## src/rtl/bgsb_pkg.sv

```systemverilog
package bgsb_pkg;

    localparam int STORE_BYTES_DEF = 4096;

    localparam logic [3:0] ACT_PUT_BIT     = 4'd0;
    localparam logic [3:0] ACT_GET_BIT     = 4'd1;
    localparam logic [3:0] ACT_PUT_BYTE    = 4'd2;
    localparam logic [3:0] ACT_GET_BYTE    = 4'd3;
    localparam logic [3:0] ACT_READ_SEEK   = 4'd4;
    localparam logic [3:0] ACT_WRITE_SEEK  = 4'd5;
    localparam logic [3:0] ACT_SKIP        = 4'd6;
    localparam logic [3:0] ACT_BACK        = 4'd7;
    localparam logic [3:0] ACT_READ_ALIGN  = 4'd8;
    localparam logic [3:0] ACT_WRITE_ALIGN = 4'd9;
    localparam logic [3:0] ACT_RESTART     = 4'd10;

    localparam logic [1:0] REG_MSB_FIRST     = 2'd0;
    localparam logic [1:0] REG_LIMIT_BYTES   = 2'd1;
    localparam logic [1:0] REG_WRITE_PROTECT = 2'd2;

    localparam logic [12:0] LIMIT_RESET = 13'd4096;
    localparam logic [7:0]  FAIL_BYTE   = 8'hFF;

    typedef struct packed {
        logic [3:0]  action;
        logic [7:0]  data;
        logic [12:0] target_byte;
        logic [2:0]  target_bit;
        logic [15:0] bit_count;
    } t_in_item;

    typedef struct packed {
        logic [7:0]  read_data;
        logic        success;
        logic        read_fault;
        logic        write_fault;
        logic [15:0] read_position;
        logic [15:0] write_position;
    } t_out_item;

    typedef struct packed {
        logic load;
        logic rd_lo;
        logic rd_hi;
        logic exec;
        logic wr_hi;
    } t_cmd;

    typedef struct packed {
        logic in_needs_read;
        logic hi_write;
    } t_status;

endpackage

```

## src/rtl/bgsb_ctrl.sv

```systemverilog
module bgsb_ctrl (
    input  logic             i_clk,
    input  logic             i_rst_n,
    input  logic             i_valid,
    output logic             o_ready,
    output logic             o_valid,
    input  logic             i_ready,
    input  bgsb_pkg::t_status i_status,
    output bgsb_pkg::t_cmd   o_cmd
);

    localparam logic [2:0] S_IDLE = 3'd0;
    localparam logic [2:0] S_RD0  = 3'd1;
    localparam logic [2:0] S_RD1  = 3'd2;
    localparam logic [2:0] S_EXEC = 3'd3;
    localparam logic [2:0] S_WR1  = 3'd4;

    logic [2:0] r_state, n_state;
    logic       r_out_valid, n_out_valid;
    logic       out_free;

    assign out_free = !r_out_valid || i_ready;
    assign o_ready  = (r_state == S_IDLE);
    assign o_valid  = r_out_valid;

    always_comb begin
        n_state     = r_state;
        o_cmd       = '0;
        n_out_valid = r_out_valid && !i_ready;
        unique case (r_state)
            S_IDLE: begin
                if (i_valid) begin
                    o_cmd.load = 1'b1;
                    n_state    = i_status.in_needs_read ? S_RD0 : S_EXEC;
                end
            end
            S_RD0: begin
                o_cmd.rd_lo = 1'b1;
                n_state     = S_RD1;
            end
            S_RD1: begin
                o_cmd.rd_hi = 1'b1;
                n_state     = S_EXEC;
            end
            S_EXEC: begin
                if (out_free) begin
                    o_cmd.exec  = 1'b1;
                    n_out_valid = 1'b1;
                    n_state     = i_status.hi_write ? S_WR1 : S_IDLE;
                end
            end
            S_WR1: begin
                o_cmd.wr_hi = 1'b1;
                n_state     = S_IDLE;
            end
            default: begin
                n_state = S_IDLE;
            end
        endcase
    end

    always_ff @(posedge i_clk) begin
        if (!i_rst_n) begin
            r_state     <= S_IDLE;
            r_out_valid <= 1'b0;
        end else begin
            r_state     <= n_state;
            r_out_valid <= n_out_valid;
        end
    end

endmodule

```

## config.mk

```make
export PLATFORM = sky130hd
export DESIGN_NAME = bgsb_ctrl
export DESIGN_NICKNAME = d
export VERILOG_FILES = /design/src/rtl/bgsb_pkg.sv /design/src/rtl/bgsb_ctrl.sv
export SDC_FILE = /design/constraint.sdc
export NUM_CORES = 1
export LEC_CHECK = 0
export BUFFER_PORTS_ARGS = -buffer_cell sky130_fd_sc_hd__buf_2
export CAP_MARGIN = 40
export CORE_AREA = 2 2 39 41
export DETAILED_ROUTE_END_ITERATION = 6
export DIE_AREA = 0 0 41 43
export PLACE_DENSITY = 0.38
export SLEW_MARGIN = 20
export SYNTH_ARGS = -nofsm -noshare
export SYNTH_HDL_FRONTEND = slang
export SYNTH_SLANG_ARGS = --single-unit
```

## constraint.sdc

```tcl
create_clock -name i_clk -period 1.5 [get_ports i_clk]
set_input_delay 0.3 -clock i_clk [delete_from_list [all_inputs] [get_ports i_clk]]
set_output_delay 0.3 -clock i_clk [all_outputs]
set_load 0.01 [all_outputs]
```

==> results_dict.tcl <==
set metrics [dict create \
    combPwrFrac 0.180 \
    overflow 0 \
    dieArea_um2 1763 \
    slowest_stage "dfxtp_1" \
    synth_top_area_share 0.3855 \
    cts.sinks 4 \
    yosysTopAreaCell "dfxtp_1" \
    yosys.area_share.xor_xnor 0 \
    power.leakage_nw 0.1407 \
    cp_data_required_time_ns 1.20 \
    switching_share 0.2550 \
    finalCritPeriodShare 0.9508 \
    power_frac_seq 0.410 \
    yosys.cell_types.count 15 \
    synthTopCellsByCount "dfxtp_1 (4), nor3b_1 (3), nand2b_1 (2), nor2b_1 (2), nor3_1 (2)" \
    fin_worst_skew_ns 0.001852 \
    clk_path_buf_depth 2 \
    synth.most_common_cell "dfxtp_1" \
    setup_viol 0 \
    drtAntennaViolNets 0 \
    p_int_mw 0.2348 \
    grt_antenna_before_repair 0 \
    clock_latency_ns 0.23 \
    pin_count 13 \
    firstDrtPassIters 2 \
    async_flop_share 0 \
    fp.dieH_um 43 \
    vias_per_cell 4.019 \
    clkTransAtPathRegs_ns 0.04 \
    cts-buffers-inserted 3 \
    cts_tree "yes" \
    antenna_cells 0 \
    worstHoldPathType "in2reg" \
    initial_core_util 0.1501 \
    postSynthAreaPerCell_um2 9.030 \
    synthMuxAreaShare 0 \
    total_power_mw 0.3152 \
    grt_pass1_vias 169 \
    synth_compound_area_frac 0.1386 \
    ys_ff_latch 4 \
    synth_simple_gate_area_share 0.4217 \
    fp.coreArea_um2 1384 \
    crit_chain "nand3b_1, nor2_2, buf_2" \
    crit_arrival_ns 1.13 \
    status "finished, final reports clean" \
    fmaxAchievable_mhz 701.1 \
    synth_top_family_by_area "simple AND/OR/NAND/NOR gates" \
    h-tree-depth 1 \
    nets 45 \
    synth_seq_area_share 0.3855 \
    synthesis.area_um2 207.7 \
    setup_ws_ns 0.07374 \
    endpoint_kind "output pin" \
    ctsHoldBuffers 0 \
    multi_input_area_um2 121.4 \
    critPathMaxFanout 9 \
    synth_fa_ha_area_frac 0 \
    wirelength_um 464 \
    cpPeakStageDelay_ns 0.48 \
    synth_flop_cell "dfxtp_1" \
    vias 213 \
    crit_path_start "r_state[1]" \
    rows 14 \
    seqCellArea_um2 81.33 \
    gp_congestion 0.5882 \
    fillers 153 \
    worst_pin_slew_ns 0.2940 \
    root_buffer "clkbuf_4" \
    place_ws_ns 0.3404 \
    grt_setup_unrepaired "no" \
    hpwl_um 354 \
    drive_gt1_frac 0.4865 \
    powerDensity_nw_per_um2 1033 \
    drcViolationCount 0 \
    synthesis.nets 29 \
    setup_tns_ns 0 \
    p_clk_frac 0.410 \
    path_class "reg2out" \
    cts_setup_buffers 0 \
    hold_path.startpoint "i_status[0]" \
    vdd_drop_max_uv 335.9 \
    slew_viol_final 0 \
    die_width_um 41 \
    track_usage 0.06124 \
    port_buffers 12 \
    synth_edf_count 0 \
    wl_per_cell_um 8.755 \
    switchingPower_mw 0.08039 \
    yosysWarnings 0 \
    cp-start-kind "flip-flop" \
    path_buf_inv 1 \
    area_growth_pct 46.99 \
    drt_iter0_drc 1 \
    syn_inst 23 \
    hold_viol 0 \
    cap_violations 0 \
    path_delay_family "flip-flops" \
    maxSlewHeadroom 0.8038 \
    grt_max_degree 10 \
    grt_pass1_wl_um 669 \
    min_period_ns 1.426 \
    synthTopCellsByArea "dfxtp_1 (39%), nor3b_1 (11%), nand2b_1 (6.0%), nor2b_1 (6.0%), buf_6 (5.4%)" \
    rr_startpoint "r_state[1]" \
]
## per-layer routing
metal,GRT usage,part of all wire,vias to the layer above
met2,0.05313,0.31,15
met3,0.04712,0.18,0
met1,0.08360,0.51,88
met5,0,0,-
li1,-,-,110
met4,0.06000,0,0
## final timing paths
check        depth (start not counted)    endpoint  slack, ns
max reg2reg                          3  r_state[2]       0.54
min reg2reg                          2     o_valid       0.53
min                                  2  r_state[2]       0.29
max                                  3    o_cmd[1]       0.07
## state kept, by name, summed over array words and instances (netlist names)
signal	cells
r_state	3
o_valid	1
## placed cells by master (no fill, tap or decap)
| master | n |
|---|---|
| a21oi_1 | 1 |
| o21bai_1 | 1 |
| a21boi_0 | 1 |
| nor3b_1 | 3 |
| nor2_2 | 1 |
| nor3_2 | 1 |
| dfxtp_2 | 1 |
| and3_1 | 1 |
| nand2b_1 | 2 |
| nor2b_1 | 2 |
| buf_2 | 12 |
| nand2_1 | 1 |
| and2_1 | 1 |
| nor3_1 | 1 |
| a311oi_1 | 1 |
| dfxtp_1 | 3 |
| nand3b_1 | 1 |
| clkbuf_4 | 3 |
## stage by stage
step | util | hold WS [ns] | cells | cell area (µm²)
finish | 0.2206 | 0.2915 | 53 | 305.3
global route | 0.2206 | 0.3055 | 53 | 305.3
CTS | 0.2161 | 0.2833 | 53 | 299.0
detailed placement | 0.1998 | 0.5191 | 50 | 276.5
global placement | 0.1998 | 0.5166 | 50 | 276.5
floorplan | - | 0.4459 | 23 | 207.7
## layout make-up
cell class                      instances  share of cell area
Clock buffer                            3             0.07377
Multi-Input combinational cell         18              0.3975
Timing Repair Buffer                   12              0.1967
Sequential cell                         4              0.2664
Tap cell                               16             0.06557
## power groups by stage
stage          combinational, mW  clock [mW]  sequential, mW
2_1_floorplan             0.0424           0           0.122
3_3_place_gp              0.0557           0           0.128
3_5_place_dp              0.0563           0           0.128
4_1_cts                   0.0566       0.137           0.127
5_1_grt                   0.0643       0.143           0.131
6_report                  0.0567       0.129           0.129
## worst register-to-register path, cell delays in order (launching register included)
cell	delay (ns)
dfxtp_1	0.48
nand3b_1	0.16
nor2_2	0.12
and3_1	0.15
## cell families (layout without fill, tap and decap cells)
family,count (synthesis),count (layout)
AOI/OAI and AO/OA,4,4
and+or+nand+nor,14,14
DFF,4,4
buffers and inverters,1,15
## timing repair
item	4_1_cts	5_1_grt
endpoints found under the hold margin	0	0
resized for setup	0	2
setup endpoints to repair	0	1
(Power assumes the default switching activity.)
